`src/rtl/core/vmmc_pkg.sv`:
```
// Package for the vehicle mission mode controller.
// Holds the mode codes, the event list, the flag bundle and the transition lookup.
// No dependencies; imported by vmmc_chain, the core top, vmmc_mode_checker and the tb.
package vmmc_pkg;

  localparam int ModeW = 4;

  typedef logic [ModeW-1:0] mode_t;

  // Mission mode codes, in order of declaration
  localparam mode_t MODE_STAY    = 4'd0;
  localparam mode_t MODE_DOWN    = 4'd1;
  localparam mode_t MODE_EXPLORE = 4'd2;
  localparam mode_t MODE_OBJ1    = 4'd3;
  localparam mode_t MODE_OBJ2    = 4'd4;
  localparam mode_t MODE_PIPE1   = 4'd5;
  localparam mode_t MODE_PIPE2   = 4'd6;
  localparam mode_t MODE_WALL    = 4'd7;
  localparam mode_t MODE_UP      = 4'd8;
  localparam mode_t MODE_REMOTE  = 4'd9;

  typedef enum logic [3:0] {
    EV_AUTONOMOUS,
    EV_DOWN,
    EV_EXPLORE,
    EV_FOUND1,
    EV_FOUND2,
    EV_PIPE1,
    EV_PIPE2,
    EV_LOSE_TARGET,
    EV_UP,
    EV_REMOTE
  } event_t;

  // Command and detection flags of one transaction
  typedef struct packed {
    logic remote_request;
    logic unlocked;
    logic stabilize_cmd;
    logic descend_cmd;
    logic ascend_cmd;
    logic explore_cmd;
    logic nofollow_cmd;
    logic obj_cam1;
    logic obj_cam2;
    logic pipe_cam1;
    logic pipe_cam2;
    logic obstacle_detect;
  } flags_t;

  // True for the follow modes that a lost target leaves (object, pipe, wall)
  function automatic logic is_follow(input mode_t m);
    return (m >= MODE_OBJ1) && (m <= MODE_WALL);
  endfunction

  // Apply one event: move only on a table hit with the guard open
  function automatic mode_t fire(input mode_t m, input event_t ev, input logic unlocked);
    logic  hit;
    mode_t nxt;
    hit = 1'b0;
    nxt = m;
    unique case (ev)
      EV_AUTONOMOUS: begin
        if (m == MODE_REMOTE || m == MODE_DOWN || m == MODE_UP || m == MODE_EXPLORE) begin
          hit = 1'b1;
          nxt = MODE_STAY;
        end
      end
      EV_DOWN: begin
        if (m == MODE_STAY) begin
          hit = 1'b1;
          nxt = MODE_DOWN;
        end
      end
      EV_UP: begin
        if (m == MODE_STAY) begin
          hit = 1'b1;
          nxt = MODE_UP;
        end
      end
      EV_EXPLORE: begin
        if (m == MODE_STAY) begin
          hit = 1'b1;
          nxt = MODE_EXPLORE;
        end
      end
      EV_FOUND1: begin
        if (m == MODE_EXPLORE) begin
          hit = 1'b1;
          nxt = MODE_OBJ1;
        end
      end
      EV_FOUND2: begin
        if (m == MODE_EXPLORE) begin
          hit = 1'b1;
          nxt = MODE_OBJ2;
        end
      end
      EV_PIPE1: begin
        if (m == MODE_EXPLORE || m == MODE_OBJ1) begin
          hit = 1'b1;
          nxt = MODE_PIPE1;
        end
      end
      EV_PIPE2: begin
        if (m == MODE_EXPLORE || m == MODE_OBJ2) begin
          hit = 1'b1;
          nxt = MODE_PIPE2;
        end
      end
      EV_LOSE_TARGET: begin
        if (is_follow(m)) begin
          hit = 1'b1;
          nxt = MODE_EXPLORE;
        end
      end
      EV_REMOTE: begin
        if (is_follow(m)) begin
          hit = 1'b1;
          nxt = MODE_EXPLORE;
        end else if (m == MODE_EXPLORE || m == MODE_DOWN || m == MODE_UP) begin
          hit = 1'b1;
          nxt = MODE_STAY;
        end else if (m == MODE_STAY) begin
          hit = 1'b1;
          nxt = MODE_REMOTE;
        end
      end
      default: begin
        hit = 1'b0;
      end
    endcase
    return (hit && unlocked) ? nxt : m;
  endfunction

endpackage

```
`src/rtl/core/vmmc_chain.sv`:
```
// Event chain of the mission mode controller: one tick of ordered events.
// Pure combinational; depends on vmmc_pkg for mode codes and the lookup.
module vmmc_chain
  import vmmc_pkg::*;
(
  input  mode_t  mode_cur,
  input  flags_t flags,
  output mode_t  mode_next
);

  always_comb begin
    mode_t  m;
    logic   g;
    flags_t f;
    f = flags;
    g = f.unlocked;
    m = mode_cur;

    // Retreat on obstacle, chosen by the mode at the start of the tick
    if (f.obstacle_detect) begin
      if (m == MODE_EXPLORE) begin
        m = fire(m, EV_AUTONOMOUS, g);
      end else if (m == MODE_STAY) begin
        m = fire(m, EV_UP, g);
      end else if (m >= MODE_OBJ1 && m <= MODE_PIPE2) begin
        m = fire(m, EV_LOSE_TARGET, g);
      end
    end

    // Operator remote request and return to autonomy
    if (m != MODE_REMOTE && f.remote_request) m = fire(m, EV_REMOTE, g);
    if ((m == MODE_REMOTE && !f.remote_request) || f.stabilize_cmd) begin
      m = fire(m, EV_AUTONOMOUS, g);
    end

    // Direct commands
    if (f.descend_cmd)  m = fire(m, EV_DOWN, g);
    if (f.ascend_cmd)   m = fire(m, EV_UP, g);
    if (f.explore_cmd)  m = fire(m, EV_EXPLORE, g);
    if (f.nofollow_cmd) m = fire(m, EV_LOSE_TARGET, g);

    // Explore: climb, or lock onto a pipe or an object
    if (m == MODE_EXPLORE) begin
      if (f.ascend_cmd) m = fire(m, EV_UP, g);
      if (!f.nofollow_cmd && !f.obstacle_detect) begin
        if (f.pipe_cam1) m = fire(m, EV_PIPE1, g);
        if (f.pipe_cam2) m = fire(m, EV_PIPE2, g);
        if (f.obj_cam1)  m = fire(m, EV_FOUND1, g);
        if (f.obj_cam2)  m = fire(m, EV_FOUND2, g);
      end
    end

    // Follow object: hand over to pipe, or drop when target is lost
    if (m == MODE_OBJ1) begin
      if (f.pipe_cam1) m = fire(m, EV_PIPE1, g);
      if (!f.obj_cam1 && !f.pipe_cam1) m = fire(m, EV_LOSE_TARGET, g);
    end
    if (m == MODE_OBJ2) begin
      if (f.pipe_cam2) m = fire(m, EV_PIPE2, g);
      if (!f.obj_cam2 && !f.pipe_cam2) m = fire(m, EV_LOSE_TARGET, g);
    end

    // Follow pipe: drop when the pipe is lost
    if (m == MODE_PIPE1 && !f.pipe_cam1) m = fire(m, EV_LOSE_TARGET, g);
    if (m == MODE_PIPE2 && !f.pipe_cam2) m = fire(m, EV_LOSE_TARGET, g);

    mode_next = m;
  end

endmodule

```
`src/rtl/core/vehicle_mission_mode_controller_core.sv`:
```
// Top level of the vehicle mission mode controller.
// Depends on vmmc_pkg and vmmc_chain.
//
// Usage:
//   Input channel: in_valid / in_stall with one port per flag. A transaction
//   is taken at a rising edge with in_valid high and in_stall low.
//   Output channel: out_valid / out_stall with the 4-bit mode port. The
//   result is taken at a rising edge with out_valid high and out_stall low.
//   Each input transaction yields exactly one result, the mission mode after
//   the tick's ordered event chain has been applied.
//   The result is registered and appears the cycle after acceptance.
//   Throughput: 1 transaction per cycle unless out_stall holds a result.
//   The event chain is combinational on the mode register, which is also
//   the result register, so the next transaction sees the new mode at once.
//   Stall: while a result is held under out_stall, in_stall is raised and
//   the mode and result stay frozen; a result being taken in the same cycle
//   frees the slot for a new transaction.
//   Reset: mode returns to remote control (9) and out_valid clears.
module vehicle_mission_mode_controller_core
  import vmmc_pkg::*;
(
  input  logic  clk,
  input  logic  rst,
  input  logic  in_valid,
  output logic  in_stall,
  input  logic  remote_request,
  input  logic  unlocked,
  input  logic  stabilize_cmd,
  input  logic  descend_cmd,
  input  logic  ascend_cmd,
  input  logic  explore_cmd,
  input  logic  nofollow_cmd,
  input  logic  obj_cam1,
  input  logic  obj_cam2,
  input  logic  pipe_cam1,
  input  logic  pipe_cam2,
  input  logic  obstacle_detect,
  output logic  out_valid,
  input  logic  out_stall,
  output mode_t mode
);

  flags_t flags;
  mode_t  mission_mode;
  mode_t  mission_mode_next;
  logic   in_fire;

  // Bundle the flags of the incoming transaction
  assign flags = '{
    remote_request:  remote_request,
    unlocked:        unlocked,
    stabilize_cmd:   stabilize_cmd,
    descend_cmd:     descend_cmd,
    ascend_cmd:      ascend_cmd,
    explore_cmd:     explore_cmd,
    nofollow_cmd:    nofollow_cmd,
    obj_cam1:        obj_cam1,
    obj_cam2:        obj_cam2,
    pipe_cam1:       pipe_cam1,
    pipe_cam2:       pipe_cam2,
    obstacle_detect: obstacle_detect
  };

  vmmc_chain u_chain (
    .mode_cur  (mission_mode),
    .flags     (flags),
    .mode_next (mission_mode_next)
  );

  // Hold off input only while a result waits under stall
  assign in_stall = out_valid && out_stall;
  assign in_fire  = in_valid && !in_stall;

  // Advance the mode on each accepted transaction; it is also the result
  always_ff @(posedge clk) begin
    if (rst) begin
      mission_mode <= MODE_REMOTE;
      out_valid    <= 1'b0;
    end else begin
      if (in_fire) begin
        mission_mode <= mission_mode_next;
      end
      out_valid <= in_fire || (out_valid && out_stall);
    end
  end

  assign mode = mission_mode;

  // Mode stays within the defined codes and never enters wall follow
  assert property (@(posedge clk) disable iff (rst)
    (mission_mode <= MODE_REMOTE) && (mission_mode != MODE_WALL))
    else $error("mission mode left its reachable set");

  // A transaction taken always produces a result next cycle
  assert property (@(posedge clk) disable iff (rst)
    in_fire |=> out_valid)
    else $error("accepted transaction produced no result");

  // With the guard closed, the mode does not move
  assert property (@(posedge clk) disable iff (rst)
    (in_fire && !unlocked) |=> $stable(mission_mode))
    else $error("mode moved while locked");

  // A held result is not overwritten
  assert property (@(posedge clk) disable iff (rst)
    (out_valid && out_stall) |=> $stable(mission_mode) && out_valid)
    else $error("stalled result changed");

endmodule

```
`config.mk`:
```
export PLATFORM = sky130hd
export DESIGN_NAME = vehicle_mission_mode_controller_core
export DESIGN_NICKNAME = d
export VERILOG_FILES = /design/src/rtl/core/vmmc_pkg.sv /design/src/rtl/core/vmmc_chain.sv /design/src/rtl/core/vehicle_mission_mode_controller_core.sv
export SDC_FILE = /design/constraint.sdc
export NUM_CORES = 1
export LEC_CHECK = 0
export BUFFER_PORTS_ARGS = -buffer_cell sky130_fd_sc_hd__buf_4
export CAP_MARGIN = 30
export CORE_MARGIN = 2
export CORE_UTILIZATION = 55
export DETAILED_ROUTE_END_ITERATION = 10
export PLACE_DENSITY = 0.82
export SLEW_MARGIN = 20
export SYNTH_ARGS = -nofsm -noshare
export SYNTH_HDL_FRONTEND = slang
export SYNTH_SLANG_ARGS = --single-unit
export TNS_END_PERCENT = 20
```
`constraint.sdc`:
```
create_clock -name clk -period 4.95 [get_ports clk]
set_clock_uncertainty 0.15 [all_clocks]
set_input_delay 0.99 -clock clk [delete_from_list [all_inputs] [get_ports clk]]
set_output_delay 0.99 -clock clk [all_outputs]
set_load 0.03 [all_outputs]
```
# Word level (Yosys, flattened, before mapping)
# Cells that the tools add are included.
# totals
input_bits	16
reg_bits	5
output_inout_bits	6
elab_cells	242
# op_classes
muxes	135
n_lt_le_gt_ge	15
eq_ne	25
n_reduce_logical	65
# ops
operator	count
4-bit two-way mux	75
1-bit two-way mux	60
4-bit by 2-bit == test with 1-bit output (second input constant)	12
1-bit logical AND	37
4-bit by 3-bit less-or-equal comparator with 1-bit output (second input constant)	8
4-bit by 2-bit >= comparator with 1-bit output (second input constant)	7
4-bit zero test	6
4-bit == test (second input constant)	5
4-bit by 3-bit == test with 1-bit output (second input constant)	4
1-bit logical OR	14
4-bit by 1-bit == test with 1-bit output (second input constant)	3
1-bit zero test	8
4-bit inequality test (second input constant)	1

# Depth between registers and ports, before layout
# Gate-level depths: netlist of run 1.
# logic_depth
word_depth	156
depth_mapped	11
ltp_nobuf	10

# By module
# A second synthesis of run 1 with hierarchy kept.
# hier_totals
hier_cells	170
hier_area_um2	1244.9
# modules_own_cells
mod	area_per_inst_um2	n_inst	seq_area_each_um2	cells_per_inst
vmmc_chain	1024.7	1	0.0	148
vehicle_mission_mode_controller_core	220.2	1	100.1	22

# Worst setup path before layout of run 1
# No wires, ideal clock.
# synth_timing
kind	input port to flip-flop
startpoint	input port obstacle_detect
endpoint	register mission_mode[0] (netlist: mode[0])
path_stages	10
arrival_ps	3770
setup_ps	124
t_required_ps	4676
slack_ps	905
path_buffers	0
cell_sequence	or3b_4 a2111oi_4 o22ai_2 or3_1 o31a_2 o21a_1 o31a_1 o41ai_4 a211oi_1 a2111o_1
# synth_via
elab_chain_cells	144
word_cells_on_any_way	193
cone_classes	12 x order compare; 21 x eq/ne; 116 x mux; 44 x reduce/logical
# synth_rtl
element	line	source
from (decl)	vehicle_mission_mode_controller_core.sv:37	input logic obstacle_detect,
4-bit two-way mux	vmmc_chain.sv:20	if (f.obstacle_detect) begin
4-bit by 2-bit == test with 1-bit output or 4-bit by 1-bit == test with 1-bit output (tied branches)	vmmc_pkg.sv:121	end else if (m == MODE_EXPLORE || m == MODE_DOWN || m == MODE_UP) begin
1-bit logical OR (2 in series)	vmmc_pkg.sv:121	
1-bit two-way mux	vmmc_pkg.sv:121	
1-bit two-way mux	vmmc_pkg.sv:118	if (is_follow(m)) begin
1-bit two-way mux	vmmc_chain.sv:31	if (m != MODE_REMOTE && f.remote_request) m = fire(m, EV_REMOTE, g);
1-bit logical AND	vmmc_pkg.sv:133	return (hit && unlocked) ? nxt : m;
4-bit two-way mux	vmmc_pkg.sv:133	
[... 127 more ...]	n/a	
4-bit two-way mux *	vmmc_chain.sv:64	if (m == MODE_PIPE1 && !f.pipe_cam1) m = fire(m, EV_LOSE_TARGET, g);
4-bit by 2-bit >= comparator with 1-bit output or 4-bit by 3-bit less-or-equal comparator with 1-bit output (tied branches)	vmmc_pkg.sv:53	return (m >= MODE_OBJ1) && (m <= MODE_WALL);
1-bit logical AND	vmmc_pkg.sv:53	
1-bit two-way mux	vmmc_pkg.sv:112	if (is_follow(m)) begin
1-bit two-way mux	vmmc_chain.sv:65	if (m == MODE_PIPE2 && !f.pipe_cam2) m = fire(m, EV_LOSE_TARGET, g);
1-bit logical AND	vmmc_pkg.sv:133	
4-bit two-way mux	vmmc_pkg.sv:133	
4-bit two-way mux *	vmmc_chain.sv:65	
to (signal assigned)	vehicle_mission_mode_controller_core.sv:81	mission_mode <= mission_mode_next;
to (decl)	vehicle_mission_mode_controller_core.sv:44	mode_t mission_mode;
# Mark *: on every way between the ends. The rest lies on a longest branch, timed or not. The select of a mux whose other input is x is not followed.
# A chain may end at the register's enable or synchronous reset.

# Worst setup path in the final report of run 1
# Ends and elaborated chain as after synthesis.

==> results_dict.tcl, run 1 <==
set metrics [dict create \
    status "complete, no violations" \
    drv_cap 0 \
    port_buffers 21 \
    cp.arrival_ps 4250 \
    syn_nets 169 \
    fillers 166 \
    yosysWarnings 0 \
    pre_cts_ws_ps 517.9 \
    seq_area_frac_synth 0.09217 \
    gp_congestion 0.9099 \
    critPathLaunchType "input port" \
    critical-path-top-delay-family "compound AO/OA/AOI/OAI gates" \
    worst_pin_slew_ps 723.7 \
    holdWs_ps 471.2 \
    hold_path.class "register to register" \
    layout_min_cycle_time_ps 4268 \
    grt_overflow 0 \
    netlist_area_sq_um 1086 \
    fin_ws_ps 681.8 \
    die_w_um 48.44 \
    nNetsFinal 188 \
    slowest_delay_ps 520 \
    synth_flop_cell "dfxtp_1" \
    drtPass1Iterations 4 \
    cp_num_buf_inv 1 \
    syn_area_per_cell_sq_um 7.098 \
    remaining_drc_errors 0 \
    hold_violations 0 \
    ios 22 \
    slowest_stage "o21ai_0" \
    leakage_nw 0.4799 \
    crit_path_max_fanout 13 \
    synth_cell_types 56 \
    cts_setup_buffers 0 \
    hpwl_um 2276 \
    drt-initial-drc-count 59 \
    min_period_over_period 0.8623 \
    timing.max_slew.rel_slack 0.5176 \
    cts.clk_slew.worst_paths_ps 40 \
    regArea_sq_um 100.1 \
    holdBufCountCts 0 \
    min-delay-start "out_valid$_SDFF_PP0_" \
    grt_max_degree 17 \
    vias_per_cell 6.869 \
    power_density_nw_per_um2 194.1 \
    postCtsResizedCells 0 \
    rsz0062_at_grt "false" \
    wl_per_cell_um 15.27 \
    slew_violations 0 \
    clock_latency_ps 250 \
    yosys_register_bits 5 \
    path_cells "buf_4, or3b_4, a2111oi_4, o22ai_2, o21ai_0, nand2b_1, a2111oi_2, and3_1, o41ai_4, a211oi_1, a2111o_1" \
    cts_buffer_depth 2 \
    wl_um 3023 \
    ant_nets 0 \
    required_ps 4940 \
    start_util 0.5711 \
    reg2reg_from "mode[0]$_SDFFE_PP1P_" \
    htree_levels 1 \
    layout_commonest_cell "buf_4" \
    ir_worst_vdd_uv 220.9 \
    setup_violations 0 \
    grt_usage 0.2702 \
    syn2layout_area_growth_pct 17.05 \
    drive_above_1_share 0.2047 \
    critical_path_class "input port to register" \
    antenna_cells 0 \
    cts.sinks 5 \
    grt_pass1_wl_um 5195 \
    multi_input_area_sq_um 919.6 \
    antenna_found_initial 0 \
    cts_made_buffers 3 \
    fp.dieArea_sq_um 2346 \
    dieHeight_um 48.44 \
    syn_inst 153 \
    core_sq_um 1902 \
    cts-root-buf "clkbuf_4" \
    layout_common_cells "21 x buf_4, 15 x o21ai_0, 12 x nor2_1" \
    synth_edf_count 0 \
    ys_async_sr_fraction 0 \
    tns_ps 0 \
    vias 1360 \
    dp.cells 194 \
    rows 16 \
    grt_pass1_vias 1190 \
    cts_tree "yes" \
    fin_cells 198 \
    worstSetupStartpoint "obstacle_detect" \
    critPathCaptureType "register" \
    max_freq_mhz 234.3 \
]
-- worst paths after layout --
path | endpoint | slack [ps] | depth (start not counted)
min | out_valid$_SDFF_PP0_ | 470 | 3
max | mode[0]$_SDFFE_PP1P_ | 680 | 11
max reg2reg | mode[0]$_SDFFE_PP1P_ | 1070 | 10
min reg2reg | out_valid$_SDFF_PP0_ | 470 | 3
-- synth_stat cells, types with 3 or more instances --
cell type / n / area [sq um]
nand2_1: 11 / 41.29
and2_1: 4 / 25.02
nor2_1: 12 / 45.04
nand2b_1: 4 / 25.02
o22ai_1: 3 / 18.77
a211oi_1: 4 / 30.03
nand3_1: 3 / 15.01
a21oi_1: 6 / 30.03
inv_1: 9 / 33.78
o21ai_0: 15 / 75.07
o21a_1: 3 / 22.52
a221oi_1: 5 / 43.79
o31ai_1: 3 / 22.52
nand3b_1: 3 / 22.52
o211ai_1: 4 / 30.03
clkbuf_1: 3 / 11.26
dfxtp_1: 5 / 100.1
nor2b_1: 5 / 31.28
-- metal layers --
| metal | track usage | part of all wire |
|---|---|---|
| met5 | 0 | 0 |
| met4 | 0.1000 | 0.019 |
| met3 | 0.05556 | 0.062 |
| met2 | 0.4468 | 0.47 |
| met1 | 0.3473 | 0.45 |
-- cell families after synthesis --
family,after synthesis,share of synthesized area
AOI/OAI and AO/OA,73,0.5357
xor gates and xnor gates,1,0.008066
DFF,5,0.09217
buffers and inverters,16,0.06106
and+or+nand+nor,57,0.2938
muxes,1,0.009217
-- flip-flops by register name, indices dropped and copies added, names as in the netlist --
register   count
mode           4
out_valid      1
-- power by group --
part	internal, mW	leakage, nW	switching, mW	total [mW]
registers	0.0441	0.0413	0.0116	0.0557
clock network	0.0306	0.0150	0.0187	0.0493
logic	0.0573	0.424	0.0845	0.142
-- per-stage QoR --
step	power [mW]	area, sq um	util
global route	0.2668	1271	0.6684
detailed placement	0.1951	1245	0.6546
finish	0.2468	1271	0.6684
CTS	0.2463	1271	0.6684
global placement	0.1929	1245	0.6546
floorplan	0.1564	1086	-
-- worst min-delay path: cells and delay by family, from the launching register on --
family          cells  cell delay (ps)
simple gates        1               80
compound gates      1              110
buf+inv             1               80
flops               1              320
-- layout make-up --
| type | instances | share of cell area |
|---|---|---|
| clock buffer | 4 | 0.02067 |
| inverter | 9 | 0.02657 |
| multi-input combinational | 132 | 0.7234 |
| sequential | 5 | 0.07874 |
| tap | 27 | 0.02657 |
| timing repair buffer | 21 | 0.1240 |
Power figures use the tool's default switching activity.
==> inputs of run 2 (changes only) <==
- CORE_UTILIZATION: 55 -> 59
- PLACE_DENSITY: 0.82 -> 0.87
- RECOVER_POWER: unset -> 50
- clock period: 4.95 -> 5.3 ns (I/O delays scaled with it)
==> run 2 against run 1 <==
- total power fell by 6.2%
- utilization rose by 5.8 points
- sequential cell count did not move
- register-to-register slack improved by 360 ps
- via count rose by 1.9%
- critical path depth did not move
- largest cell class unchanged
==> results_dict.tcl, run 2 (synthesis gave the netlist of run 1 again) <==
set metrics [dict create \
    layout_commonest_cell "buf_4" \
    cts_tree "yes" \
    critPathCaptureType "register" \
    reg2regPathDepth 10 \
    crit_path_max_fanout 13 \
    critPathLaunchType "input port" \
    remaining_drc_errors 0 \
    tns_ps 0 \
    clock_latency_ps 250 \
    cts_setup_buffers 0 \
    multi_input_area_sq_um 919.6 \
    hold_violations 0 \
    regArea_sq_um 100.1 \
    grt_pass1_vias 1175 \
    drtPass1Iterations 5 \
    hold_path.class "register to register" \
    ios 22 \
    wl_um 3335 \
    layout_min_cycle_time_ps 4356 \
    drive_above_1_share 0.1813 \
    cts.clk_slew.worst_paths_ps 40 \
    vias 1386 \
    max_freq_mhz 229.5 \
    fillers 153 \
    die_w_um 46.91 \
    worstSetupStartpoint "obstacle_detect" \
    slowest_stage "a221oi_1" \
    slowest_delay_ps 520 \
    critPathCapture "mode[0]$_SDFFE_PP1P_" \
    dp.cells 192 \
    timing.max_slew.rel_slack 0.4051 \
    grt_pass1_wl_um 5292 \
    worst_pin_slew_ps 892.3 \
    status "complete, no violations" \
    largest_register_ffs 4 \
    cp_num_buf_inv 1 \
    min_period_over_period 0.8220 \
    antenna_cells 0 \
    layout_common_cells "16 x buf_4, 15 x o21ai_0, 12 x nor2_1" \
    drv_cap 0 \
    critical_path_class "input port to register" \
    vias_per_cell 7.071 \
    cts-root-buf "clkbuf_4" \
    power_density_nw_per_um2 184.7 \
    reg2reg_from "mode[0]$_SDFFE_PP1P_" \
    gp_congestion 0.9478 \
    dieHeight_um 46.91 \
    required_ps 5280 \
    holdBufCountCts 0 \
    port_buffers 21 \
    wl_per_cell_um 17.02 \
    cts_buffer_depth 2 \
    critical-path-top-delay-family "compound AO/OA/AOI/OAI gates" \
    rows 15 \
    path_cells "buf_4, or3b_4, a2111oi_4, o22ai_2, o22a_1, a221oi_1, a2111oi_2, and3_1, o41ai_4, a211oi_1, a2111o_1" \
    setup_violations 0 \
    syn2layout_area_growth_pct 15.44 \
    cp.arrival_ps 4340 \
    cts_made_buffers 3 \
    crit_cells 11 \
    postCtsResizedCells 0 \
    htree_levels 1 \
    fp.dieArea_sq_um 2200 \
    ant_nets 0 \
    reg2reg_to "mode[0]$_SDFFE_PP1P_" \
    antenna_found_initial 0 \
    nNetsFinal 188 \
    grt_max_degree 17 \
    grt_usage 0.3297 \
    start_util 0.6290 \
    drt-initial-drc-count 72 \
    cts.sinks 5 \
    ir_worst_vdd_uv 108.1 \
    fin_util 0.7261 \
    core_sq_um 1727 \
    slew_violations 0 \
    rsz0062_at_grt "false" \
    rrSetupSlack_ps 1430 \
    leakage_nw 0.4651 \
    grt_overflow 0 \
    hpwl_um 2504 \
    fin_cells 196 \
]
[run 2: worst min-delay path: cells and delay by family (launching register included)]
family | cells | cell delay [ps]
buffers and inverters | 1 | 80
AOI/OAI and AO/OA | 1 | 100
DFF | 1 | 320
and+or+nand+nor | 1 | 80
[run 2: layout make-up]
class                           instances  share of cell area
Inverter                                9             0.02695
Tap cell                               25             0.02495
Clock buffer                            4             0.02096
Timing Repair Buffer                   21              0.1138
Sequential cell                         5             0.07984
Multi-Input combinational cell        132              0.7335
[run 2: worst min-delay path by stage]
stage	cells past startpoint	to	start	slack [ps]
finish	3	out_valid$_SDFF_PP0_	out_valid$_SDFF_PP0_	470
CTS	3	out_valid$_SDFF_PP0_	out_valid$_SDFF_PP0_	470
detailed placement	3	out_valid$_SDFF_PP0_	out_valid$_SDFF_PP0_	450
global route	3	out_valid$_SDFF_PP0_	out_valid$_SDFF_PP0_	530
floorplan	4	mode[2]$_SDFFE_PP0P_	mode[2]$_SDFFE_PP0P_	660
global placement	3	out_valid$_SDFF_PP0_	out_valid$_SDFF_PP0_	430
[run 2: metrics by stage]
stage	hold WS, ps	setup WS, ps	cell area (sq um)	total power, mW
floorplan	663.6	1185	1086	0.1461
global placement	433.6	925.9	1242	0.1790
detailed placement	449.8	736.1	1242	0.1842
CTS	465.8	1002	1269	0.2307
global route	533.7	738.8	1254	0.2484
finish	467.9	943.6	1254	0.2316
[run 2: where the power goes]
group,switching (mW),internal (mW)
Clock,0.0171,0.0286
Combinational,0.0830,0.0515
Sequential,0.0103,0.0412
[run 2: metal layers]
layer  up-vias  part of all wire  global-route usage
met5         -                 0                   0
met1       626              0.41              0.4224
li1        643                 -                   -
met3        19             0.091             0.06538
met2        98              0.47              0.5589
met4         0             0.024             0.09444
